**src/rtl/polynomial_real_root_finder_defines.svh**
```systemverilog
// Assertion helpers used by the RTL controller.
`ifndef POLYNOMIAL_REAL_ROOT_FINDER_DEFINES_SVH
`define POLYNOMIAL_REAL_ROOT_FINDER_DEFINES_SVH

// Same-cycle implication, disabled during reset.
`define PR_ASSERT_NOW(name, pre, post) \
  name: assert property (@(posedge clk) disable iff (rst) (pre) |-> (post)) \
    else $error("pr assertion failed");

// Next-cycle implication, disabled during reset.
`define PR_ASSERT_NEXT(name, pre, post) \
  name: assert property (@(posedge clk) disable iff (rst) (pre) |=> (post)) \
    else $error("pr assertion failed");

`endif

```
**src/rtl/pr_ram.sv**
```systemverilog
module pr_ram #(
  parameter int WIDTH = 32,
  parameter int DEPTH = 17
) (
  input  logic                     clk,
  input  logic                     we,
  input  logic [$clog2(DEPTH)-1:0] waddr,
  input  logic [WIDTH-1:0]         wdata,
  input  logic [$clog2(DEPTH)-1:0] raddr,
  output logic [WIDTH-1:0]         rdata
);

  logic [WIDTH-1:0] mem [DEPTH];

  always_ff @(posedge clk) begin
    if (we) begin
      mem[waddr] <= wdata;
    end
    rdata <= mem[raddr];
  end

endmodule

```
**config.mk**
```make
export PLATFORM = sky130hd
export DESIGN_NAME = pr_ram
export DESIGN_NICKNAME = d
export VERILOG_FILES = /design/src/rtl/polynomial_real_root_finder_defines.svh /design/src/rtl/pr_ram.sv
export SDC_FILE = /design/constraint.sdc
export NUM_CORES = 1
export LEC_CHECK = 0
export BUFFER_PORTS_ARGS = -buffer_cell sky130_fd_sc_hd__buf_2
export CORE_ASPECT_RATIO = 1.4
export CORE_MARGIN = 8
export CORE_UTILIZATION = 52
export CTS_CLUSTER_DIAMETER = 200
export DETAILED_ROUTE_END_ITERATION = 10
export GPL_TIMING_DRIVEN = 0
export PLACE_DENSITY = 0.69
export SLEW_MARGIN = 30
export SYNTH_ARGS = -nofsm -noshare
export SYNTH_HDL_FRONTEND = slang
export SYNTH_SLANG_ARGS = --single-unit
export TNS_END_PERCENT = 100
```
**constraint.sdc**
```tcl
create_clock -name clk -period 3.8 [get_ports clk]
set_input_delay 0.19 -clock clk [delete_from_list [all_inputs] [get_ports clk]]
set_output_delay 0.19 -clock clk [all_outputs]
set_load 0.02 [all_outputs]
```
# After elaboration in Yosys (flattened, before gate mapping)
# Memory sizes are Yosys's and may differ from the RTL's. A register that Yosys moved wholly into a read port is not among the register bits.
# Index checks and enable logic that the tools add are counted.
word_totals:
  ram_bits: 544
  memories: 1
  ff_bits: 0
op_classes:
  mux: 2
mem_list:
  columns: ["memory", "depth", "word_bits", "rd", "rd_clocked_by_memory_dff", "write_ports", "line_no", "text"]
  rows:
  - ["mem", 17, 32, 1, 1, 1, "pr_ram.sv:13", "logic [WIDTH-1:0] mem [DEPTH];"]
ops:
  columns: ["operator", "n"]
  rows:
  - ["two-way mux 1 bit", 2]

# Depth between registers and ports, before layout
logic_depth:
  word_depth: 2
  ltp_mapped: 6
  depth_no_buf: 3

# Worst setup path after synthesis
# OpenSTA, ideal clock, no wires.
synth_timing:
  kind: "in2reg"
  start: "input port we"
  end: "memory mem[8][0] (enable)"
  setup_ps: 468
  path_slack_ps: 330
  t_required_ps: 3332
  stages: 3
  arrival_time_ps: 3003
  cell_sequence: "nor2b_1 > nand2_1 > nor3b_1"
synth_between:
  elab_chain_cells: 2
synth_lines:
  columns: ["element", "line_no", "text"]
  rows:
  - ["from (decl)", "pr_ram.sv:6", "input logic we,"]
  - ["two-way mux 1 bit", "pr_ram.sv:16", "if (we) begin"]
  - ["two-way mux 1 bit (not written as such)", "pr_ram.sv:17", "mem[waddr] <= wdata;"]
  - ["to (decl)", "pr_ram.sv:13", null]
# No other way between the ends.

# Worst setup path after layout
layout_timing:
  start: "input port we"
  end: "memory mem[4][2] (enable)"
# The elaborated chain is that of the path after synthesis.

==> flow_summary.ini <==
[run_status]
status = finished clean

[place]
placed_cell_area_um2 = 23500
io_buffers = 73
place_ws_ns = 1.42
routabilityCongestion = 0.706
place.detailed.hpwl_mm = 30.3

[die]
ioPinCount = 76
coreArea_um2 = 41100
dieWidth_um = 188
dieArea_um2 = 48400
initial_utilization_pct = 52.6
rows = 88
die_y_um = 257

[power]
pwr-share-comb_pct = 5.7
ir_worst_vdd_uv = 320
power.switching_w = 0.00267
power_switching_share_pct = 21.0
share_seq_of_total_power_pct = 55.6
power.leakage_nw = 8.23
p_int_w = 0.0100
pwr_density_cell_nw_per_um2 = 500
p_clk_share_pct = 38.6

[clocking]
clock-sinks = 576
clock_path_buffers = 3
post-cts-setup-buffers = 0
cts_resized = 0
clkLatencyLatePin_ns = 0.58
cts_tree = yes
cts_hold_buffers = 26
cts_root_buffer = clkbuf_16
cts_buffers = 52
htreeDepth = 2
clkTransAtPathRegs_ns = 0.06

[timing]
timing.fmax_mhz = 538
tightestPinTransition_ns = 0.953
finalWorstSetupSlack_ns = 1.94
slew_headroom_pct = 36.5
rsz0062_at_grt = false
post-route-period-util_pct = 48.9
layout_min_cycle_time_ns = 1.86
setup_viol = 0
finalSetupTns_ns = 0
finalHoldViolCount = 0
fin_skew_ns = 0.0153
whs_ns = 0.0222
drv_slew = 0

[synth]
netlist_instances = 913
synth_top_area_share_pct = 75.6
yosysWarnings = 0
synth-seq-cells = 576
yosysSeqAreaShare_pct = 78.6
syn_area_um2 = 21600
ys.flop_type = edfxtp_1
synth.avg_cell_area_um2 = 23.7
synth_edf_count = 544
yosysUniqueCellTypes = 27
syn_nets = 957
yosysTopAreaCell = edfxtp_1
synth-async-reset-ratio_pct = 0
synthTopCellsByArea = edfxtp_1 (76%), mux4_2 (13%), dfxtp_1 (3.0%)

[setup_path]
worstPathCellList = buf_2, nor2b_1, nand2_1, nor3b_2, buf_4, buf_4
critical-path-top-delay-family = simple AND/OR/NAND/NOR gates
cp-end-kind = flop
worst-path-max-fanout = 8
crit_buf_inv = 3
cpPeakStageDelay_ns = 0.73
critPathMostFrequentCell = buf_4
cp.required_ns = 4.08
reg2reg_from = mem[15][7]
worstPathArrival_ns = 2.13
r2r_cells = 3
startpoint = we
start_kind = input port
reg2reg_to = rdata[7]
cp_slowest_cell = nor3b_2
ff2ff_setup_slack_ns = 2.34
critPathKind = input port to flop

[global_routing]
overflow = 0
grt_max_degree = 23
grt_pass1_vias = 10700
antenna_found_initial = 2
grt_pass1_wl_mm = 70.2
grt_usage_pct = 19.8

[detailed_routing]
routed_via_density = 5.95
drc = 0
wl_met2_mm = 24.8
dr_total_vias = 10100
wirelength_mm = 47.4
antenna_left = 0
initialDrtViolationCount = 953
wl_met3_mm = 2.92
routed.top_layer = met5
wl_met1_mm = 18.4
dr.pass1.iters = 4
wire_per_inst_um = 28.0

[layout]
final_nets = 1152
synthToLayoutAreaGrowth_pct = 17.5
drive_above_1_share_pct = 34.5
layout_common_cells = edfxtp_1 (544), mux4_2 (121), buf_2 (84), clkbuf_16 (53), nor2_1 (34)
final_area_um2 = 25400
final_common_cell = edfxtp_1
nFillCells = 2745

[run]
cap_violations = 0

[hold_path]
hold_path.startpoint = wdata[7]
hold_depth = 1
hp-class = input port to flop
hold_end = mem[10][7]
-- synthesized netlist by cell type, types with 7 or more instances --
cell	count
edfxtp_1	544
mux4_2	121
nor2_1	47
dfxtp_1	32
mux2i_1	32
a221oi_2	25
o22ai_1	22
clkbuf_1	12
buf_2	11
o22ai_2	10
buf_6	8
a221oi_1	7
buf_12	7
buf_4	7
mux4_1	7
-- per-stage QoR --
stage               util, %  cells  power (W)
CTS                    61.7   1690     0.0128
floorplan                 -    913    0.00761
global route           61.8   1691     0.0130
finish                 61.8   1692     0.0127
detailed placement     57.3   1567    0.00791
global placement       55.1   1526    0.00786
-- cells by family after synthesis --
group	Yosys count	synth area share, %
AOI/OAI and AO/OA	64	3.24
buffers and inverters	49	1.95
DFF	576	78.6
muxes	160	14.9
and+or+nand+nor	64	1.29
-- power by group through the flow --
stage | combinational, W | sequential, W | clock, W
floorplan | 0.000379 | 0.00724 | 0
global placement | 0.000669 | 0.00719 | 0
detailed placement | 0.000712 | 0.00720 | 0
CTS | 0.000737 | 0.00706 | 0.00498
global route | 0.000771 | 0.00706 | 0.00520
finish | 0.000726 | 0.00706 | 0.00490
-- layer usage --
layer	vias up	GRT usage, %
li1	4298	-
met4	2	6.56
met2	353	34.2
met1	5320	25.2
met5	-	0
met3	88	3.40
-- how the worst max path moves through the flow --
stage	end	slack [ns]	cells after the start
after floorplan	mem[8][0]	0.33	3
after global placement	mem[8][28]	-2.50	4
after detailed placement	mem[4][28]	1.42	6
after CTS	mem[4][2]	2.02	6
after global routing	mem[4][2]	1.87	6
final	mem[4][2]	1.94	6
-- layout make-up --
class	instances	area, µm²	area share, %
diodes	1	2.50	0.00986
flip-flops and latches	576	17000	66.9
clock inverters	26	164	0.646
inverters	1	3.75	0.0148
well taps	540	676	2.66
multi-input cells	288	4320	17.0
repair buffers	141	1400	5.50
clock buffers	71	1410	5.57
plain buffers	48	420	1.66
-- flip-flops by register name, summed over array words and instances (netlist names) --
register  flops
mem         544
rdata        32
No activity file was read; power rests on OpenSTA's default activity.
