<file path="src/rtl/polynomial_real_root_finder_defines.svh">
// Assertion helpers used by the RTL controller.
`ifndef POLYNOMIAL_REAL_ROOT_FINDER_DEFINES_SVH
`define POLYNOMIAL_REAL_ROOT_FINDER_DEFINES_SVH

// Same-cycle implication, disabled during reset.
`define PR_ASSERT_NOW(name, pre, post) \
  name: assert property (@(posedge clk) disable iff (rst) (pre) |-> (post)) \
    else $error("pr assertion failed");

// Next-cycle implication, disabled during reset.
`define PR_ASSERT_NEXT(name, pre, post) \
  name: assert property (@(posedge clk) disable iff (rst) (pre) |=> (post)) \
    else $error("pr assertion failed");

`endif

</file>
<file path="src/rtl/pr_pkg.sv">
package pr_pkg;

  localparam int MAX_DEGREE     = 16;
  localparam int MAX_ITERATIONS = 50;
  localparam int FRAC_BITS      = 16;
  localparam int NUM_STARTS     = 11;

  localparam int Q_W    = 32;
  localparam int ACC_W  = 48;
  localparam int CFG_W  = 17;
  localparam int DEG_W  = 5;
  localparam int ADDR_W = $clog2(MAX_DEGREE + 1);
  localparam int ITER_W = $clog2(MAX_ITERATIONS + 1);
  localparam int SIDX_W = $clog2(NUM_STARTS);
  localparam int DVD_W  = ACC_W + FRAC_BITS;
  localparam int BIT_W  = $clog2(DVD_W);

  localparam logic [ACC_W-1:0] ACC_MAX = {1'b0, {(ACC_W-1){1'b1}}};
  localparam logic [Q_W-1:0]   Q_MAX   = {1'b0, {(Q_W-1){1'b1}}};

  // result status codes
  localparam logic [1:0] ST_ROOT    = 2'd0;
  localparam logic [1:0] ST_DONE    = 2'd1;
  localparam logic [1:0] ST_INVALID = 2'd2;

  // register indexes
  localparam logic [1:0] CFG_DEGREE = 2'd0;
  localparam logic [1:0] CFG_TOL    = 2'd1;
  localparam logic [1:0] CFG_FLOOR  = 2'd2;

  // datapath operations
  localparam logic [3:0] OP_NONE     = 4'd0;
  localparam logic [3:0] OP_LD_GUESS = 4'd1;
  localparam logic [3:0] OP_LD_VALUE = 4'd2;
  localparam logic [3:0] OP_MUL_LO   = 4'd3;
  localparam logic [3:0] OP_MUL_HI   = 4'd4;
  localparam logic [3:0] OP_CMB      = 4'd5;
  localparam logic [3:0] OP_ADD_S    = 4'd6;
  localparam logic [3:0] OP_ADD_V    = 4'd7;
  localparam logic [3:0] OP_DIV_INIT = 4'd8;
  localparam logic [3:0] OP_DIV_STEP = 4'd9;
  localparam logic [3:0] OP_DIV_DONE = 4'd10;
  localparam logic [3:0] OP_UPD      = 4'd11;
  localparam logic [3:0] OP_LD_TMP   = 4'd12;
  localparam logic [3:0] OP_DEF_MUL  = 4'd13;
  localparam logic [3:0] OP_DEF_ADD  = 4'd14;

  typedef struct packed {
    logic [3:0]        op;
    logic              sel;          // 1: value, 0: slope
    logic [SIDX_W-1:0] start_idx;
    logic              emit;
    logic [1:0]        emit_status;
    logic [DEG_W-1:0]  emit_count;
  } pr_cmd_t;

  typedef struct packed {
    logic val_small;
    logic slope_bad;
    logic step_small;
  } pr_stat_t;

  typedef struct packed {
    logic              coeff_we;
    logic [ADDR_W-1:0] coeff_waddr;
    logic [ADDR_W-1:0] rd_addr;
    logic              work_we;
    logic [ADDR_W-1:0] work_waddr;
  } pr_mem_t;

  function automatic logic signed [Q_W-1:0] start_guess(input logic [SIDX_W-1:0] idx);
    logic signed [Q_W-1:0] k;
    case (idx)
      4'd1:    k = 32'sd1;
      4'd2:    k = -32'sd1;
      4'd3:    k = 32'sd2;
      4'd4:    k = -32'sd2;
      4'd5:    k = 32'sd3;
      4'd6:    k = -32'sd3;
      4'd7:    k = 32'sd5;
      4'd8:    k = -32'sd5;
      4'd9:    k = 32'sd10;
      4'd10:   k = -32'sd10;
      default: k = 32'sd0;
    endcase
    return k <<< FRAC_BITS;
  endfunction

endpackage

</file>
<file path="src/rtl/pr_datapath.sv">
module pr_datapath (
  input  logic                             clk,
  input  logic                             rst,
  input  pr_pkg::pr_cmd_t                  cmd,
  input  logic [pr_pkg::CFG_W-1:0]         tolerance,
  input  logic [pr_pkg::CFG_W-1:0]         slope_floor,
  input  logic [pr_pkg::Q_W-1:0]           work_rdata,
  input  logic [pr_pkg::Q_W-1:0]           coeff_rdata,
  output logic [pr_pkg::Q_W-1:0]           work_wdata,
  output pr_pkg::pr_stat_t                 stat,
  output logic                             result_strobe,
  output logic signed [pr_pkg::Q_W-1:0]    root_value,
  output logic [1:0]                       status,
  output logic [pr_pkg::DEG_W-1:0]         roots_count,
  output logic                             last_result
);
  import pr_pkg::*;

  logic signed [Q_W-1:0]   guess, step, tmp;
  logic signed [ACC_W-1:0] value, slope, mres;
  logic [2*Q_W-1:0]        prod, lo;
  logic [DVD_W-1:0]        dvd, quo;
  logic [ACC_W-1:0]        rem;

  logic [ACC_W-1:0] value_mag, slope_mag, op_a;
  logic [Q_W-1:0]   guess_mag, tmp_mag, step_mag, mul_a, q_sat;
  logic [2*Q_W-1:0] mul_p, r_sum;
  logic [ACC_W-1:0] r_sat;
  logic             op_neg;
  logic [ACC_W:0]   rem_sh;
  logic             ge;
  logic signed [ACC_W:0] pv, def_sum;
  logic signed [Q_W:0]   gdiff;

  function automatic logic signed [ACC_W-1:0] sat_acc(input logic signed [ACC_W:0] s);
    if (s[ACC_W] != s[ACC_W-1]) begin
      return s[ACC_W] ? $signed(~ACC_MAX) : $signed(ACC_MAX);
    end
    return s[ACC_W-1:0];
  endfunction

  function automatic logic signed [Q_W-1:0] sat_q(input logic signed [ACC_W:0] s);
    if (s > $signed({{(ACC_W-Q_W+1){1'b0}}, Q_MAX})) begin
      return $signed(Q_MAX);
    end
    if (s < $signed({{(ACC_W-Q_W+1){1'b1}}, ~Q_MAX})) begin
      return $signed(~Q_MAX);
    end
    return s[Q_W-1:0];
  endfunction

  always_comb begin
    value_mag = value[ACC_W-1] ? (~value + 1'b1) : value;
    slope_mag = slope[ACC_W-1] ? (~slope + 1'b1) : slope;
    guess_mag = guess[Q_W-1] ? (~guess + 1'b1) : guess;
    tmp_mag   = tmp[Q_W-1] ? (~tmp + 1'b1) : tmp;
    step_mag  = step[Q_W-1] ? (~step + 1'b1) : step;
    op_a      = cmd.sel ? value_mag : slope_mag;
    op_neg    = (cmd.sel ? value[ACC_W-1] : slope[ACC_W-1]) ^ guess[Q_W-1];

    case (cmd.op)
      OP_MUL_LO:  mul_a = op_a[Q_W-1:0];
      OP_MUL_HI:  mul_a = Q_W'(op_a[ACC_W-1:Q_W]);
      default:    mul_a = tmp_mag;
    endcase
    mul_p = mul_a * guess_mag;

    // prod holds the high partial product here
    r_sum = (prod << FRAC_BITS) + (lo >> FRAC_BITS);
    r_sat = (r_sum > (2*Q_W)'(ACC_MAX)) ? ACC_MAX : r_sum[ACC_W-1:0];

    rem_sh = {rem, dvd[DVD_W-1]};
    ge     = rem_sh >= {1'b0, slope_mag};

    q_sat = (quo > DVD_W'(Q_MAX)) ? Q_MAX : quo[Q_W-1:0];
    gdiff = {guess[Q_W-1], guess} - {step[Q_W-1], step};

    pv = (tmp[Q_W-1] ^ guess[Q_W-1])
         ? -$signed({1'b0, prod[FRAC_BITS +: ACC_W]})
         :  $signed({1'b0, prod[FRAC_BITS +: ACC_W]});
    def_sum = (ACC_W+1)'($signed(work_rdata)) + pv;
  end

  assign work_wdata      = (cmd.op == OP_DEF_ADD) ? tmp : coeff_rdata;
  assign stat.val_small  = value_mag < ACC_W'(tolerance);
  assign stat.slope_bad  = (slope == '0) || (slope_mag < ACC_W'(slope_floor));
  assign stat.step_small = step_mag < Q_W'(tolerance);

  always_ff @(posedge clk) begin
    case (cmd.op)
      OP_LD_GUESS: guess <= start_guess(cmd.start_idx);
      OP_LD_VALUE: begin
        value <= ACC_W'($signed(work_rdata));
        slope <= '0;
      end
      OP_MUL_LO:   prod <= mul_p;
      OP_MUL_HI: begin
        lo   <= prod;
        prod <= mul_p;
      end
      OP_CMB:      mres <= op_neg ? -$signed(r_sat) : $signed(r_sat);
      OP_ADD_S:    slope <= sat_acc((ACC_W+1)'(mres) + (ACC_W+1)'(value));
      OP_ADD_V:    value <= sat_acc((ACC_W+1)'(mres) + (ACC_W+1)'($signed(work_rdata)));
      OP_DIV_INIT: begin
        dvd <= {value_mag, FRAC_BITS'(0)};
        rem <= '0;
        quo <= '0;
      end
      OP_DIV_STEP: begin
        rem <= ge ? ACC_W'(rem_sh - {1'b0, slope_mag}) : rem_sh[ACC_W-1:0];
        quo <= {quo[DVD_W-2:0], ge};
        dvd <= dvd << 1;
      end
      OP_DIV_DONE: step <= (value[ACC_W-1] ^ slope[ACC_W-1]) ? -$signed(q_sat) : $signed(q_sat);
      OP_UPD:      guess <= sat_q((ACC_W+1)'(gdiff));
      OP_LD_TMP:   tmp <= work_rdata;
      OP_DEF_MUL:  prod <= mul_p;
      OP_DEF_ADD:  tmp <= sat_q(def_sum);
      default: begin
      end
    endcase
  end

  always_ff @(posedge clk) begin
    if (rst) begin
      result_strobe <= 1'b0;
    end else begin
      result_strobe <= cmd.emit;
    end
    if (cmd.emit) begin
      root_value  <= (cmd.emit_status == ST_ROOT) ? guess : '0;
      status      <= cmd.emit_status;
      roots_count <= cmd.emit_count;
      last_result <= cmd.emit_status != ST_ROOT;
    end
  end

endmodule

</file>
<file path="config.mk">
export PLATFORM = sky130hd
export DESIGN_NAME = pr_datapath
export DESIGN_NICKNAME = d
export VERILOG_FILES = /design/src/rtl/polynomial_real_root_finder_defines.svh /design/src/rtl/pr_pkg.sv /design/src/rtl/pr_datapath.sv
export SDC_FILE = /design/constraint.sdc
export NUM_CORES = 2
export LEC_CHECK = 0
export BUFFER_PORTS_ARGS = -buffer_cell sky130_fd_sc_hd__buf_2
export CORE_ASPECT_RATIO = 0.8
export CORE_MARGIN = 4
export CORE_UTILIZATION = 55
export CTS_CLUSTER_SIZE = 20
export DETAILED_ROUTE_END_ITERATION = 16
export GPL_TIMING_DRIVEN = 0
export PLACE_DENSITY_LB_ADDON = 0.2
export REMOVE_ABC_BUFFERS = 1
export SYNTH_ARGS = -nofsm -noshare
export SYNTH_HDL_FRONTEND = slang
export SYNTH_SLANG_ARGS = --single-unit
</file>
<file path="constraint.sdc">
create_clock -name clk -period 12.6 [get_ports clk]
set_input_delay 1.26 -clock clk [delete_from_list [all_inputs] [get_ports clk]]
set_output_delay 1.26 -clock clk [all_outputs]
set_load 0.1 [all_outputs]
</file>
# Yosys cells after proc, flatten, opt, wreduce, memory -nomap -nowiden
# Memory sizes are Yosys's and may differ from the RTL's.
# Index checks and enable logic that the tools add are counted.
# totals
reg_bits,585
romBits,512
inputBits,117
n_memories,1
# classes
addsub,14
multipliers,1
order_cmp,10
eq_ne,16
mux,50
n_bitwise,8
reduce_logical,10
# mem_list
name,words,word_bits,rd,rd_ports_with_merged_regs,wr,line,source
(no name shown),16,32,1,0,0,pr_pkg.sv:73,case (idx)
# op_table
operator,n
two-way mux 48 bit,12
two-way mux 32 bit,14
case mux 48 bit (2 select lines),3
case mux 64 bit (2 select lines),2
case mux 32 bit (2 select lines),3
"adder 32 x 1 -> 32 bit, second input constant",3
"adder 48 x 1 -> 48 bit, second input constant",2
< comparator 48 x 17 -> 1 bit,2
NOT 32 bit,3
NOT 48 bit,2
adder 64 x 48 -> 64 bit,1
"greater-than comparator 64 x 31 -> 1 bit, second input constant",1
"greater-than comparator 64 x 47 -> 1 bit, second input constant",1
multiplier 32 x 32 -> 64 bit,1
adder 32 x 49 -> 49 bit,1
adder 48 x 32 -> 49 bit,1
adder 48 x 48 -> 49 bit,1
>= comparator 49 x 48 -> 1 bit,1
"greater-than comparator 49 x 32 -> 1 bit, second input constant",1
"< comparator 49 x 32 -> 1 bit, second input constant",1
two-way mux 49 bit,1
negator 48 -> 49 bit,1
logical NOT 48 bit,1
negator 48 bit,1
17 further kinds,49

# Longest topological paths before layout
# logic_depth
depth_word,11
mapped_depth,41
mapped_depth_nobuf,40

# Least setup slack after synthesis
# OpenSTA, ideal clock, no wires.
# synth_timing
path_type,input port to flip-flop
from,input port cmd[16] (netlist bit)
to,"register prod[58], data pin"
arrival_time_ps,11238
setup_slack_ps,1103
cell_stages,34
n_path_buf,3
path_cell_list,clkbuf_1 -> nand2b_1 -> nor3_1 -> clkbuf_1 -> a221oi_1 -> clkbuf_1 -> nor2_1 -> fa_1 -> fa_1 -> fa_1 -> inv_1 -> fa_1 -> inv_1 -> fa_1 -> inv_1 -> fa_1 -> inv_1 -> fa_1 -> inv_1 -> fa_1 -> inv_1 -> ha_1 -> and3_1 -> nor2b_1 -> a2111oi_0 -> o41ai_1 -> o2bb2ai_1 -> o31ai_1 -> o221a_2 -> nand3_1 -> a221o_1 -> a21oi_1 -> o21ai_0 -> xnor2_1
# synth_via
elab_chain_len,3
elab_cells_between_ends,4
cone_classes,mul: 1; eq/ne: 2; mux: 1
# synth_rtl
element,line,source
"start, declared",pr_datapath.sv:4,"input pr_pkg::pr_cmd_t cmd,"
== test 4 x 3 -> 1 bit or == test 4 x 2 -> 1 bit (tied branches),pr_datapath.sv:61,case (cmd.op)
case mux 32 bit (2 select lines) *,pr_datapath.sv:61,
multiplier 32 x 32 -> 64 bit *,pr_datapath.sv:66,mul_p = mul_a * guess_mag;
named net mul_p[58],pr_datapath.sv:27,"logic [2*Q_W-1:0] mul_p, r_sum;"
"end signal, assigned",pr_datapath.sv:96,OP_MUL_LO: prod <= mul_p;
"end signal, assigned",pr_datapath.sv:99,prod <= mul_p;
"end signal, assigned",pr_datapath.sv:117,OP_DEF_MUL: prod <= mul_p;
"end, declared",pr_datapath.sv:21,"logic [2*Q_W-1:0] prod, lo;"
# The timed path passes the listed nets; every way through them passes the cells marked *.
# A chain may end at the register's enable or synchronous reset.

# Worst setup path in the final report
# layout_timing
from,register slope[15]
to,"register prod[63], data pin"
# layout_via
elab_chain_len,6
# layout_rtl
element,line,source
"start, declared",pr_datapath.sv:20,"logic signed [ACC_W-1:0] value, slope, mres;"
"start signal, assigned",pr_datapath.sv:102,OP_ADD_S: slope <= sat_acc((ACC_W+1)'(mres) + (ACC_W+1)'(value));
NOT 48 bit,pr_datapath.sv:54,slope_mag = slope[ACC_W-1] ? (~slope + 1'b1) : slope;
adder 48 x 1 -> 48 bit,pr_datapath.sv:54,
two-way mux 48 bit *,pr_datapath.sv:54,
two-way mux 48 bit *,pr_datapath.sv:58,op_a = cmd.sel ? value_mag : slope_mag;
case mux 32 bit (2 select lines) *,pr_datapath.sv:61,
multiplier 32 x 32 -> 64 bit *,pr_datapath.sv:66,
named net mul_p[63],pr_datapath.sv:27,
# Marks and branches as above.

==> results.json <==
{
  "start_util": 0.556,
  "wl_met2_um": 114000,
  "hold_violations": 0,
  "wirelength_um": 283000,
  "hold_buffers": 0,
  "port_buffers": 192,
  "final_antenna_net_count": 0,
  "vias": 67546,
  "die_h_um": 343,
  "dr.max_layer_used": "met5",
  "yosysSeqAreaShare": 0.215,
  "synth_top_cell_by_area": "fa_1",
  "wire_per_inst_um": 26.4,
  "synthTopCellsByCount": "1158 x inv_1, 976 x nand2_1, 922 x nor2_1, 902 x fa_1, 581 x ha_1",
  "crit_path_end_kind": "flip-flop",
  "finalClockSkew_ns": 0.0427,
  "cts_inserted_buffers": 61,
  "grt_pass1_vias": 65372,
  "drt-met1-wl_um": 117000,
  "finalNetCount": 10428,
  "gp_congestion": 1.02,
  "synth_area_leaders": "fa_1 23%, edfxtp_1 21%, ha_1 9.4%",
  "htree_num_levels": 2,
  "firstDrtPassIters": 8,
  "cts-root-buf": "clkbuf_16",
  "dieArea_mm2": 0.147,
  "dieWidth_um": 427,
  "ys.flop_type": "edfxtp_1",
  "cp.required_ns": 13.08,
  "fin_crit_sh": 0.985,
  "design_area_mm2": 0.0856,
  "area_growth_pct": 10.7,
  "clkTransAtPathRegs_ns": 0.07,
  "violations": "capacitance limit, slew limit",
  "tightest_slew_ns": 1.50,
  "finalSetupViolCount": 0,
  "placed_area_mm2": 0.0824,
  "arrival_ns": 12.89,
  "cp_common_cell": "fa_1",
  "cp-start-kind": "flip-flop",
  "drtIter0Drc": 8318,
  "yosysWarnings": 0,
  "timing.fmax_ghz": 0.0806,
  "final_max_slew_viol_count": 14,
  "cts_tree": "done",
  "cts.sinks": 553,
  "rsz0062_at_grt": "true",
  "status": "finished, violations left",
  "synth_edf_count": 552,
  "async_reset_ff_frac": 0,
  "hp-class": "reg2reg",
  "critical-path-max-stage-delay_ns": 0.57,
  "antenna_found_initial": 32,
  "maxCapViolCount": 2,
  "design.core.area_mm2": 0.139,
  "synth_area_mm2": 0.0773,
  "drc": 0,
  "synth_seq_cells": 553,
  "crit_fanout": 8,
  "clk_latency_ns": 0.69,
  "pin_count": 193,
  "grt_start_max_net_pins": 80,
  "grt_use_total": 0.385,
  "synth_area_per_cell_um2": 8.84,
  "drive_above_1_share": 0.0875,
  "synth_top_area_share": 0.234,
  "overflow": 0,
  "synth_cell_type_count": 97,
  "slowest_stage": "fa_1",
  "slew_headroom": -0.00582,
  "critical_path_class": "reg2reg",
  "grt_pass1_wl_um": 420000,
  "dp_hpwl_um": 230000,
  "via_per_inst": 6.29,
  "met3RoutedLength_um": 37600,
  "clockBufferDepth": 3,
  "synthCells": 8739,
  "synth_most_common_cell": "inv_1",
  "post-route-min-period_ns": 12.41,
  "rows": 122
}
registers in the layout, indices dropped and copies added (netlist names):
| name | flops |
|---|---|
| prod | 64 |
| quo | 64 |
| dvd | 48 |
| lo | 48 |
| mres | 48 |
| rem | 48 |
| slope | 48 |
| value | 48 |
| guess | 32 |
| root_value | 32 |
| step | 32 |
| tmp | 32 |
| roots_count | 5 |
| status | 2 |
| last_result | 1 |
| result_strobe | 1 |
through the flow:
stage                     hold slack, ns  setup TNS (ns)  setup slack (ns)  std cells   util
after floorplan                    0.426         -157.82             -3.97       8359      -
after global placement             0.529         -725.39            -12.58      10411  0.569
after detailed placement           0.538          -17.06             -1.21      10546  0.593
after CTS                          0.552               0           0.00334      10699  0.612
after global routing               0.578          -0.297           -0.0992      10741  0.616
final                              0.551               0             0.186      10747  0.616
path summary, 6_finish.rpt:
kind / from / endpoint / slack, ns / cells past startpoint
setup / recovery: slope[15] / prod[63] / 0.19 / 40
hold / removal: quo[51] / quo[52] / 0.55 / 1
setup reg to reg: slope[15] / prod[63] / 0.19 / 40
hold reg to reg: quo[51] / quo[52] / 0.55 / 1
logic make-up (layout without fill, tap and decap cells):
logic type,after synthesis,after routing,share of synthesized area
buffers and inverters,1539,1679,0.0757
AOI/OAI and AO/OA,1734,1735,0.143
muxes,83,83,0.0109
other,0,7,0
xor gates and xnor gates,535,535,0.0608
DFF,553,553,0.215
adders and majority gates,1484,1484,0.328
and+or+nand+nor,2811,2811,0.166
layer usage:
layer	vias to the layer above	GRT usage
met3	742	0.110
met2	3953	0.535
met4	14	0.164
met5	-	0
met1	33307	0.561
li1	29530	-
layout by cell type, fill, tap and decap left out, types with 48 or more instances in the layout:
cell,n
o31ai_1,76
xor2_1,224
nand3_1,107
nand2b_1,69
and3_1,48
a31oi_1,49
nor2_1,912
nand4_1,67
buf_2,191
nor4_1,56
mux2i_1,68
a211oi_1,55
nand2_1,975
ha_1,578
o21bai_1,52
clkbuf_16,64
xnor2_1,239
nor3_1,91
buf_8,59
a21o_1,213
a21oi_1,432
buf_4,71
fa_1,902
and2_1,169
or3_1,82
inv_1,1156
o21ai_0,466
edfxtp_1,552
area by class of cell:
class	instances	area, µm²
Fill cell	11870	53400
Tap cell	1860	2330
Clock inverter	49	484
Inverter	1159	4350
Sequential cell	553	16600
Clock buffer	66	1590
Multi-Input combinational cell	6648	56200
Timing Repair Buffer	405	3980
Antenna cell	7	17.5
critical path: cells and delay by family (launching register included):
family / cells / cell delay, ns
AND/OR/NAND/NOR: 9 / 2.75
AO/OA/AOI/OAI: 11 / 3.05
flip-flops: 1 / 0.44
multiplexers: 1 / 0.10
adder cells (fa/ha/maj): 9 / 4.39
XOR/XNOR: 2 / 0.51
buffers and inverters: 8 / 0.97
timing repair:
action | 4_1_cts | 5_1_grt
buffers inserted | 37 | 38
setup endpoints to repair | 29 | 17
cloned | 1 | 1
resized for setup | 32 | 47
pin swaps | 14 | 21
Power is not shown: default switching activity piles up to over one toggle a cycle in this logic, so the estimate is an artifact.
