$ cat src/rtl/polynomial_real_root_finder_defines.svh
// Assertion helpers used by the RTL controller.
`ifndef POLYNOMIAL_REAL_ROOT_FINDER_DEFINES_SVH
`define POLYNOMIAL_REAL_ROOT_FINDER_DEFINES_SVH

// Same-cycle implication, disabled during reset.
`define PR_ASSERT_NOW(name, pre, post) \
  name: assert property (@(posedge clk) disable iff (rst) (pre) |-> (post)) \
    else $error("pr assertion failed");

// Next-cycle implication, disabled during reset.
`define PR_ASSERT_NEXT(name, pre, post) \
  name: assert property (@(posedge clk) disable iff (rst) (pre) |=> (post)) \
    else $error("pr assertion failed");

`endif

$ cat src/rtl/pr_pkg.sv
package pr_pkg;

  localparam int MAX_DEGREE     = 16;
  localparam int MAX_ITERATIONS = 50;
  localparam int FRAC_BITS      = 16;
  localparam int NUM_STARTS     = 11;

  localparam int Q_W    = 32;
  localparam int ACC_W  = 48;
  localparam int CFG_W  = 17;
  localparam int DEG_W  = 5;
  localparam int ADDR_W = $clog2(MAX_DEGREE + 1);
  localparam int ITER_W = $clog2(MAX_ITERATIONS + 1);
  localparam int SIDX_W = $clog2(NUM_STARTS);
  localparam int DVD_W  = ACC_W + FRAC_BITS;
  localparam int BIT_W  = $clog2(DVD_W);

  localparam logic [ACC_W-1:0] ACC_MAX = {1'b0, {(ACC_W-1){1'b1}}};
  localparam logic [Q_W-1:0]   Q_MAX   = {1'b0, {(Q_W-1){1'b1}}};

  // result status codes
  localparam logic [1:0] ST_ROOT    = 2'd0;
  localparam logic [1:0] ST_DONE    = 2'd1;
  localparam logic [1:0] ST_INVALID = 2'd2;

  // register indexes
  localparam logic [1:0] CFG_DEGREE = 2'd0;
  localparam logic [1:0] CFG_TOL    = 2'd1;
  localparam logic [1:0] CFG_FLOOR  = 2'd2;

  // datapath operations
  localparam logic [3:0] OP_NONE     = 4'd0;
  localparam logic [3:0] OP_LD_GUESS = 4'd1;
  localparam logic [3:0] OP_LD_VALUE = 4'd2;
  localparam logic [3:0] OP_MUL_LO   = 4'd3;
  localparam logic [3:0] OP_MUL_HI   = 4'd4;
  localparam logic [3:0] OP_CMB      = 4'd5;
  localparam logic [3:0] OP_ADD_S    = 4'd6;
  localparam logic [3:0] OP_ADD_V    = 4'd7;
  localparam logic [3:0] OP_DIV_INIT = 4'd8;
  localparam logic [3:0] OP_DIV_STEP = 4'd9;
  localparam logic [3:0] OP_DIV_DONE = 4'd10;
  localparam logic [3:0] OP_UPD      = 4'd11;
  localparam logic [3:0] OP_LD_TMP   = 4'd12;
  localparam logic [3:0] OP_DEF_MUL  = 4'd13;
  localparam logic [3:0] OP_DEF_ADD  = 4'd14;

  typedef struct packed {
    logic [3:0]        op;
    logic              sel;          // 1: value, 0: slope
    logic [SIDX_W-1:0] start_idx;
    logic              emit;
    logic [1:0]        emit_status;
    logic [DEG_W-1:0]  emit_count;
  } pr_cmd_t;

  typedef struct packed {
    logic val_small;
    logic slope_bad;
    logic step_small;
  } pr_stat_t;

  typedef struct packed {
    logic              coeff_we;
    logic [ADDR_W-1:0] coeff_waddr;
    logic [ADDR_W-1:0] rd_addr;
    logic              work_we;
    logic [ADDR_W-1:0] work_waddr;
  } pr_mem_t;

  function automatic logic signed [Q_W-1:0] start_guess(input logic [SIDX_W-1:0] idx);
    logic signed [Q_W-1:0] k;
    case (idx)
      4'd1:    k = 32'sd1;
      4'd2:    k = -32'sd1;
      4'd3:    k = 32'sd2;
      4'd4:    k = -32'sd2;
      4'd5:    k = 32'sd3;
      4'd6:    k = -32'sd3;
      4'd7:    k = 32'sd5;
      4'd8:    k = -32'sd5;
      4'd9:    k = 32'sd10;
      4'd10:   k = -32'sd10;
      default: k = 32'sd0;
    endcase
    return k <<< FRAC_BITS;
  endfunction

endpackage

$ cat src/rtl/pr_controller.sv
`include "polynomial_real_root_finder_defines.svh"

module pr_controller (
  input  logic                         clk,
  input  logic                         rst,
  input  logic                         start,
  input  logic                         last_coeff,
  input  logic [pr_pkg::DEG_W-1:0]     poly_degree,
  input  logic [pr_pkg::CFG_W-1:0]     tolerance,
  input  pr_pkg::pr_stat_t             stat,
  output logic                         busy,
  output pr_pkg::pr_cmd_t              cmd,
  output pr_pkg::pr_mem_t              mem
);
  import pr_pkg::*;

  localparam logic [4:0] S_IDLE       = 5'd0;
  localparam logic [4:0] S_COPY_RD    = 5'd1;
  localparam logic [4:0] S_COPY_WR    = 5'd2;
  localparam logic [4:0] S_NEW_DEG    = 5'd3;
  localparam logic [4:0] S_START      = 5'd4;
  localparam logic [4:0] S_EVAL_INIT  = 5'd5;
  localparam logic [4:0] S_EVAL_LD0   = 5'd6;
  localparam logic [4:0] S_S_LO       = 5'd7;
  localparam logic [4:0] S_S_HI       = 5'd8;
  localparam logic [4:0] S_S_CMB      = 5'd9;
  localparam logic [4:0] S_S_ADD      = 5'd10;
  localparam logic [4:0] S_V_LO       = 5'd11;
  localparam logic [4:0] S_V_HI       = 5'd12;
  localparam logic [4:0] S_V_CMB      = 5'd13;
  localparam logic [4:0] S_V_ADD      = 5'd14;
  localparam logic [4:0] S_CHECK      = 5'd15;
  localparam logic [4:0] S_DIV_INIT   = 5'd16;
  localparam logic [4:0] S_DIV_STEP   = 5'd17;
  localparam logic [4:0] S_DIV_DONE   = 5'd18;
  localparam logic [4:0] S_UPD        = 5'd19;
  localparam logic [4:0] S_NEXT_START = 5'd20;
  localparam logic [4:0] S_ACCEPT     = 5'd21;
  localparam logic [4:0] S_DEF_INIT   = 5'd22;
  localparam logic [4:0] S_DEF_LD0    = 5'd23;
  localparam logic [4:0] S_DEF_MUL    = 5'd24;
  localparam logic [4:0] S_DEF_ADD    = 5'd25;

  logic [4:0]        state, state_next;
  logic [DEG_W-1:0]  load_count, load_count_next;
  logic [DEG_W-1:0]  rem_deg, rem_deg_next;
  logic [DEG_W-1:0]  roots, roots_next;
  logic [SIDX_W-1:0] sidx, sidx_next;
  logic [ITER_W-1:0] iter, iter_next;
  logic [ADDR_W-1:0] idx, idx_next;
  logic [BIT_W-1:0]  bit_cnt, bit_cnt_next;
  logic              accept, invalid;

  assign busy    = state != S_IDLE;
  assign accept  = start && !busy;
  assign invalid = (poly_degree == '0) || (poly_degree > DEG_W'(MAX_DEGREE))
                   || (tolerance == '0);

  always_comb begin
    state_next      = state;
    load_count_next = load_count;
    rem_deg_next    = rem_deg;
    roots_next      = roots;
    sidx_next       = sidx;
    iter_next       = iter;
    idx_next        = idx;
    bit_cnt_next    = bit_cnt;
    cmd             = '0;
    cmd.op          = OP_NONE;
    cmd.start_idx   = sidx;
    mem             = '0;
    mem.rd_addr     = idx;
    mem.coeff_waddr = load_count[ADDR_W-1:0];
    mem.work_waddr  = idx;

    case (state)
      S_IDLE: begin
        if (accept) begin
          if (load_count <= DEG_W'(MAX_DEGREE)) begin
            mem.coeff_we    = 1'b1;
            load_count_next = load_count + 1'b1;
          end
          if (last_coeff) begin
            load_count_next = '0;
            if (invalid) begin
              cmd.emit        = 1'b1;
              cmd.emit_status = ST_INVALID;
            end else begin
              idx_next   = '0;
              state_next = S_COPY_RD;
            end
          end
        end
      end
      S_COPY_RD: state_next = S_COPY_WR;
      S_COPY_WR: begin
        mem.work_we = 1'b1;
        if (DEG_W'(idx) == poly_degree) begin
          rem_deg_next = poly_degree;
          roots_next   = '0;
          state_next   = S_NEW_DEG;
        end else begin
          idx_next   = idx + 1'b1;
          state_next = S_COPY_RD;
        end
      end
      S_NEW_DEG: begin
        if (rem_deg == '0) begin
          cmd.emit        = 1'b1;
          cmd.emit_status = ST_DONE;
          cmd.emit_count  = roots;
          state_next      = S_IDLE;
        end else begin
          sidx_next  = '0;
          state_next = S_START;
        end
      end
      S_START: begin
        cmd.op     = OP_LD_GUESS;
        iter_next  = '0;
        idx_next   = '0;
        state_next = S_EVAL_INIT;
      end
      S_EVAL_INIT: state_next = S_EVAL_LD0;
      S_EVAL_LD0: begin
        cmd.op     = OP_LD_VALUE;
        idx_next   = ADDR_W'(1);
        state_next = S_S_LO;
      end
      S_S_LO: begin
        cmd.op     = OP_MUL_LO;
        state_next = S_S_HI;
      end
      S_S_HI: begin
        cmd.op     = OP_MUL_HI;
        state_next = S_S_CMB;
      end
      S_S_CMB: begin
        cmd.op     = OP_CMB;
        state_next = S_S_ADD;
      end
      S_S_ADD: begin
        cmd.op     = OP_ADD_S;
        state_next = S_V_LO;
      end
      S_V_LO: begin
        cmd.op     = OP_MUL_LO;
        cmd.sel    = 1'b1;
        state_next = S_V_HI;
      end
      S_V_HI: begin
        cmd.op     = OP_MUL_HI;
        cmd.sel    = 1'b1;
        state_next = S_V_CMB;
      end
      S_V_CMB: begin
        cmd.op     = OP_CMB;
        cmd.sel    = 1'b1;
        state_next = S_V_ADD;
      end
      S_V_ADD: begin
        cmd.op  = OP_ADD_V;
        cmd.sel = 1'b1;
        if (DEG_W'(idx) == rem_deg) begin
          state_next = S_CHECK;
        end else begin
          idx_next   = idx + 1'b1;
          state_next = S_S_LO;
        end
      end
      S_CHECK: begin
        if (stat.val_small) begin
          state_next = S_ACCEPT;
        end else if (stat.slope_bad) begin
          state_next = S_NEXT_START;
        end else begin
          state_next = S_DIV_INIT;
        end
      end
      S_DIV_INIT: begin
        cmd.op       = OP_DIV_INIT;
        bit_cnt_next = '0;
        state_next   = S_DIV_STEP;
      end
      S_DIV_STEP: begin
        cmd.op = OP_DIV_STEP;
        if (bit_cnt == BIT_W'(DVD_W - 1)) begin
          state_next = S_DIV_DONE;
        end else begin
          bit_cnt_next = bit_cnt + 1'b1;
        end
      end
      S_DIV_DONE: begin
        cmd.op     = OP_DIV_DONE;
        state_next = S_UPD;
      end
      S_UPD: begin
        cmd.op = OP_UPD;
        if (stat.step_small) begin
          state_next = S_ACCEPT;
        end else if (iter == ITER_W'(MAX_ITERATIONS - 1)) begin
          state_next = S_NEXT_START;
        end else begin
          iter_next  = iter + 1'b1;
          idx_next   = '0;
          state_next = S_EVAL_INIT;
        end
      end
      S_NEXT_START: begin
        if (sidx == SIDX_W'(NUM_STARTS - 1)) begin
          cmd.emit        = 1'b1;
          cmd.emit_status = ST_DONE;
          cmd.emit_count  = roots;
          state_next      = S_IDLE;
        end else begin
          sidx_next  = sidx + 1'b1;
          state_next = S_START;
        end
      end
      S_ACCEPT: begin
        cmd.emit        = 1'b1;
        cmd.emit_status = ST_ROOT;
        cmd.emit_count  = roots + 1'b1;
        roots_next      = roots + 1'b1;
        idx_next        = '0;
        state_next      = S_DEF_INIT;
      end
      S_DEF_INIT: state_next = S_DEF_LD0;
      S_DEF_LD0: begin
        cmd.op     = OP_LD_TMP;
        idx_next   = ADDR_W'(1);
        state_next = S_DEF_MUL;
      end
      S_DEF_MUL: begin
        cmd.op     = OP_DEF_MUL;
        state_next = S_DEF_ADD;
      end
      S_DEF_ADD: begin
        cmd.op         = OP_DEF_ADD;
        mem.work_we    = 1'b1;
        mem.work_waddr = idx - 1'b1;
        if (DEG_W'(idx) == rem_deg) begin
          rem_deg_next = rem_deg - 1'b1;
          state_next   = S_NEW_DEG;
        end else begin
          idx_next   = idx + 1'b1;
          state_next = S_DEF_MUL;
        end
      end
      default: state_next = S_IDLE;
    endcase
  end

  always_ff @(posedge clk) begin
    if (rst) begin
      state      <= S_IDLE;
      load_count <= '0;
      rem_deg    <= '0;
      roots      <= '0;
      sidx       <= '0;
      iter       <= '0;
      idx        <= '0;
      bit_cnt    <= '0;
    end else begin
      state      <= state_next;
      load_count <= load_count_next;
      rem_deg    <= rem_deg_next;
      roots      <= roots_next;
      sidx       <= sidx_next;
      iter       <= iter_next;
      idx        <= idx_next;
      bit_cnt    <= bit_cnt_next;
    end
  end

  `PR_ASSERT_NEXT(a_final_to_idle, cmd.emit && (cmd.emit_status != ST_ROOT), state == S_IDLE)
  `PR_ASSERT_NOW(a_accept_degree, state == S_ACCEPT, rem_deg != '0)
  `PR_ASSERT_NOW(a_work_addr, mem.work_we, mem.work_waddr <= ADDR_W'(MAX_DEGREE))
  `PR_ASSERT_NEXT(a_root_count, state == S_ACCEPT, roots == $past(roots) + 1'b1)

endmodule

$ cat config.mk
export PLATFORM = sky130hd
export DESIGN_NAME = pr_controller
export DESIGN_NICKNAME = d
export VERILOG_FILES = /design/src/rtl/pr_pkg.sv /design/src/rtl/pr_controller.sv
export VERILOG_INCLUDE_DIRS = /design/src /design/src/rtl
export SDC_FILE = /design/constraint.sdc
export NUM_CORES = 1
export LEC_CHECK = 0
export BUFFER_PORTS_ARGS = -buffer_cell sky130_fd_sc_hd__buf_2
export CAP_MARGIN = 20
export CORE_ASPECT_RATIO = 0.75
export CORE_MARGIN = 2
export CORE_UTILIZATION = 50
export DETAILED_ROUTE_END_ITERATION = 16
export PLACE_DENSITY = 0.77
export SYNTH_ARGS = -nofsm -noshare
export SYNTH_HDL_FRONTEND = slang
export SYNTH_SLANG_ARGS = --single-unit
$ cat constraint.sdc
create_clock -name clk -period 2 [get_ports clk]
set_input_delay 0 -clock clk [delete_from_list [all_inputs] [get_ports clk]]
set_output_delay 0 -clock clk [all_outputs]
set_load 0.02 [all_outputs]
Yosys cells after proc, flatten, opt, wreduce, memory -nomap -nowiden
Index checks and enable logic that the tools add are counted.
{ "classes": {"addsub": 8, "n_lt_le_gt_ge": 2, "mux": 51, "eq_ne": 43, "n_reduce_logical": 32} }
{ "op_table": {"columns": ["operator", "count"], "rows": [
  ["5-bit case mux with 26 select lines", 1],
  ["5-bit 2-to-1 mux", 20],
  ["4-bit case mux with 14 select lines", 1],
  ["5-bit equality test, second input constant", 10],
  ["5-bit by 4-bit equality test with 1-bit output, second input constant", 8],
  ["5-bit case mux with 6 select lines", 1],
  ["2-bit inequality test, second input constant", 13],
  ["6-bit case mux with 2 select lines", 2],
  ["3-bit 2-to-1 mux", 7],
  ["5-bit by 3-bit equality test with 1-bit output, second input constant", 4],
  ["5-bit case mux with 2 select lines", 2],
  ["6-bit 2-to-1 mux", 3],
  ["17-bit zero test", 1],
  ["8-bit 2-to-1 mux", 2],
  ["5-bit by 1-bit adder with 5-bit output, second input constant", 3],
  ["5-bit zero test", 3],
  ["5-bit case mux with 3 select lines", 1],
  ["2-bit OR reduction", 7],
  ["6-bit by 1-bit adder with 6-bit output, second input constant", 2],
  ["6-bit equality test, second input constant", 2],
  ["4-bit 2-to-1 mux", 3],
  ["3-bit case mux with 4 select lines", 1],
  ["3-bit AND reduction", 4],
  ["2-bit nonzero test", 6],
  ["other kinds (20)", 29]
]} }
{ "word_totals": {"reg_bits": 41, "elab_cells": 144} }

Longest topological paths before layout
{ "depth": {"depth_word": 7, "mapped_depth": 9, "depth_no_buf": 8} }

Worst setup path before layout
No wires, ideal clock.
{ "synth_path": {"path_type": "flip-flop to flip-flop", "from": "register idx[1]", "to": "register idx[3]", "path_stages_with_launch": 8, "setup_ns": 0.096, "t_arrival_ns": 2.092, "setup_slack_ns": -0.188, "n_path_buf": 1, "cell_sequence": "dfxtp_1 > buf_2 > inv_2 > o2111ai_1 > nor3_1 > a311o_1 > or3_4 > o41ai_2"} }
{ "synth_between": {"elab_chain_len": 3, "word_cells_on_any_way": 9, "cone_classes": "add/sub (1); eq/ne (4); mux (3); reduce/logical (1)"} }
{ "synth_rtl": {"columns": ["element", "line_no", "text"], "rows": [
  ["from (decl)", "pr_controller.sv:50", "logic [ADDR_W-1:0] idx, idx_next;"],
  ["from (signal assigned)", "pr_controller.sv:271", "idx <= idx_next;"],
  ["5-bit by 1-bit adder with 5-bit output, or another cell as far along", "pr_controller.sv:103, pr_controller.sv:167, pr_controller.sv:246", null],
  ["5-bit 2-to-1 mux, or another cell as far along", "pr_controller.sv:164, pr_controller.sv:242", null],
  ["5-bit case mux with 6 select lines or 8-bit AND reduction (tied branches)", null, null]
]} }
Parallel ways exist; a longest one is shown, timed or not. The select of a mux whose other input is x is not followed.
A chain may end at the register's enable or synchronous reset.

Worst setup path in the final report
{ "layout_path": {"from": "register state[0]", "to": "register idx[2]"} }
{ "layout_between": {"elab_chain_len": 5, "word_cells_on_any_way": 25, "cone_classes": "eq/ne (15); mux (1); reduce/logical (9)"} }
{ "layout_rtl": {"columns": ["element", "line_no", "text"], "rows": [
  ["from (decl)", "pr_controller.sv:44", "logic [4:0] state, state_next;"],
  ["from (signal assigned)", "pr_controller.sv:265", "state <= state_next;"],
  ["parallel branches: the longest is 5 deep, another holds 8-bit AND reduction", null, null]
]} }
Several ways; the timed one is not identified.

==> impl_results.md <==
- Via count: approximately 3600
- R2r worst-path depth: 8
- Worst vdd ir: 0.327 mV
- Clk slew on worst S/H paths: approximately 0.090 ns
- Fmax: 467 MHz
- Max-cap violation count: 0
- Synth warn: 0
- Cell count along the critical path: 8
- Reg-to-reg startpoint: state[0]$_SDFFE_PP0P_
- Crit path from: state[0]$_SDFFE_PP0P_
- CTS tree: yes
- Crit Path Category: reg2reg
- Top delay family on crit path: compound AO/OA/AOI/OAI gates
- First-pass GRT wire length: ~15000 um
- Synth Cell Area: 0.00294 sq mm
- I/O Buffers: 63
- Vias in the first global route: 3183
- Most frequent CP cell: buf_6
- Htree depth: 2
- Die Footprint: ~0.0065 sq mm
- Skew final: between 0.004 and 0.005 ns
- Die width: roughly 90 um
- P&R area growth vs syn: 47.9%
- Synth Register Bits: between 40 and 50
- Flop2flop setup slack: -0.14 ns
- First-pass iteration count of the detailed router: 7
- LEAKAGE: between 0.0015 and 0.002 uW
- Share of power burned in registers: a little under half
- Most frequent cells in the layout: 70 x buf_4, 56 x buf_2, 39 x nor2_1
- Layout Cells excl Fill: 601
- Status: finished with violations
- Post-route ant nets: 0
- Async set-reset flop share out of synthesis: 0%
- Crit-path slowest cell: a311o_2
- Failing checks: negative setup slack
- Clock Power Share: 31.6%
- Type of origin of the critical path: register
- Area of the multi-input gates: around 0.0023 sq mm
- Hold Crit Class: in2reg
- CP required: between 2 and 2.5 ns
- Final wirelength: between 10000 and 15000 um
- Clock root buffer: clkbuf_8
- Placed wire-length estimate: 6380 um
- Critical Path End Type: register
- Period utilisation layout: 107%
- Post-DR wirelength/cell: between 15 and 20 um
- Die Ht: ~70 um
- TritonCTS Sinks: between 40 and 50
- Syn Inst Count: ~400
- Sw power: approximately 570 uW
- Gr usage total: between 20 and 30%
- Max Slew Vio Count: 0
- Worst path cell trace: buf_6 > buf_6 > nand3b_1 > buf_4 > mux2i_2 > a311o_2 > or3_4 > o41ai_2
- Total grt overflow: 0
- Final Hold Vio Count: 0
- CP endpoint: idx[2]$_SDFFE_PP0P_
- Slew margin rel.: 72.1%
- Final GP Congestion: just under 0.9
- Synth cell types: 64
- Sw Ratio: 31.2%
- Post-Route Setup TNS: -0.750 ns
- Synth top area cells: dfxtp_1 28%, nor2_1 5.9%, nand2_1 5.2%, ha_1 5.1%, o21ai_0 4.6%
- # nets final: between 500 and 600
- DRC: 0
- Worst r2r dst: idx[2]$_SDFFE_PP0P_
- N_diodes: 0
- Placed cell count: ~570
- Setup violators final: 12
- Largest net degree at the start of global routing: 19
- Most used flip-flop cell after synthesis: dfxtp_1
- Standard-cell rows: 24
- Final min period: between 2 and 2.5 ns
- Area leader, netlist: dfxtp_1
- Core area: approximately 0.0057 sq mm
- Buffers & Inverters on Critical Path: 3
- Pint: 1250 uW
- Number of vias per cell: around 6
- Initial drt markers: 375
- Initial antenna violation count: 0
- Fillers: between 300 and 400
- CP Max Fanout: 7
- Max clock buf depth: 2
- Most common cell after layout, fill and taps aside: buf_4
- CTS Buf Count: 5
- # IOs: 64
- Actual slew at the worst max-slew pin: around 0.41 ns
- Logic pwr share: ~22%
- Syn_nets: around 440
- Hold_ws: just over 0.04 ns
- CP max stage delay: 0.46 ns
- Worst setup margin: -0.141 ns
- Sequential area share after synthesis: between 20 and 30%
- Avg Inst Size Synth: approximately 7.4 sq um
- Skew-Pair Late Insertion Delay: 0.31 ns
- RSZ-0062 raised after global routing: yes
- Pwr Density: 418 mW/mm^2
- Post-synth EDFFs: 0
- Share of Yosys cell area claimed by the top area cell type: 27.9%
- Initial Utilization: 51.2%
- Layout cells sized above 1: between 40% and 50%
- CP arrival: ~2.4 ns
- FF+latch area: roughly 850 sq um
[cell type report]
class	instances	area share (%)
Multi-Input combinational cell	315	52.0
Timing Repair Buffer	142	22.7
Tap cell	78	2.24
Inverter	17	1.53
Sequential cell	41	19.5
Clock inverter	2	0.345
Clock buffer	6	1.67
[cells in the mapped netlist, drive strengths merged (3+ instances only)]
cell type,number
o41ai,4
o21ai,27
nand4,5
dfxtp,41
inv,17
a21oi,22
nand2b,11
and3,5
nor2,46
clkbuf,12
nand2,41
a41oi,3
buf,10
or3,8
nor2b,4
xnor2,12
nor3,13
nand3b,7
a211oi,3
ha,12
nor4,10
mux2i,4
or2,3
a31oi,4
a22oi,4
o311ai,3
nand3,10
xor2,14
[state kept, by name (all words and copies together), names as in the netlist]
register / cells
state: 5
roots: 5
bit_cnt: 6
sidx: 4
idx: 5
iter: 6
rem_deg: 5
load_count: 5
[cell families after synthesis]
family | count (synthesis) | synth area share [%]
AND/OR/NAND/NOR | 174 | 29.9
AO/OA/AOI/OAI | 98 | 22.4
flip-flops | 41 | 27.9
buffers and inverters | 39 | 5.24
XOR/XNOR | 26 | 7.75
adder cells (fa/ha/maj) | 13 | 5.45
multiplexers | 4 | 1.36
[per-layer routing]
layer	wire length [um]	part of all wire (%)	track usage [%]	up-vias
met5	0	0	0	-
met4	246	2.4	9.95	0
met3	799	7.8	4.75	33
met2	4870	47	45.9	189
met1	4350	42	39.6	1705
li1	-	-	-	1678
[worst reg2reg max path: cells and delay by family, from the launching register on]
family                 cells  cell delay, ns
AND/OR/NAND/NOR            2            0.56
multiplexers               1            0.07
AO/OA/AOI/OAI              2            0.69
flip-flops                 1            0.37
buffers and inverters      3            0.36
[how the worst min path moves through the flow]
stage / start / to / slack, ns / depth (start not counted)
finish: rst / load_count[0]$_SDFFE_PP0P_ / 0.04 / 2
global route: rst / load_count[0]$_SDFFE_PP0P_ / 0.04 / 2
CTS: rst / load_count[0]$_SDFFE_PP0P_ / 0.03 / 2
detailed placement: poly_degree[0] / rem_deg[0]$_SDFFE_PP0P_ / 0.34 / 3
global placement: poly_degree[0] / rem_deg[0]$_SDFFE_PP0P_ / 0.32 / 3
floorplan: poly_degree[0] / rem_deg[0]$_SDFFE_PP0P_ / 0.17 / 2
[metrics by stage]
step / utilization, % / setup WS (ns) / instance area (sq um) / total power (uW)
finish: 75.8 / -0.141 / 4350 / 1820
global route: 75.8 / -0.211 / 4350 / 1880
CTS: 71.3 / -0.0894 / 4090 / 1780
detailed placement: 64.9 / -0.155 / 3720 / 1160
global placement: 64.9 / -0.0979 / 3720 / 1160
floorplan: - / -0.00698 / 2970 / 1030
[power by group through the flow]
stage	Sequential (uW)	Clock, uW	Combinational, uW
3_5_place_dp	859	0	303
2_1_floorplan	860	0	168
4_1_cts	836	579	362
3_3_place_gp	858	0	298
6_report	837	574	406
5_1_grt	838	608	430
[timing repair]
| action | in CTS | in global routing |
|---|---|---|
| pin swaps | 18 | 15 |
| buffers inserted | 13 | 7 |
| endpoints found under the hold margin | 1 | 0 |
| setup endpoints to repair | 26 | 35 |
| resized for setup | 47 | 53 |
| hold buffers | 1 | 0 |
Note: power is estimated with default switching activity, not from simulation.
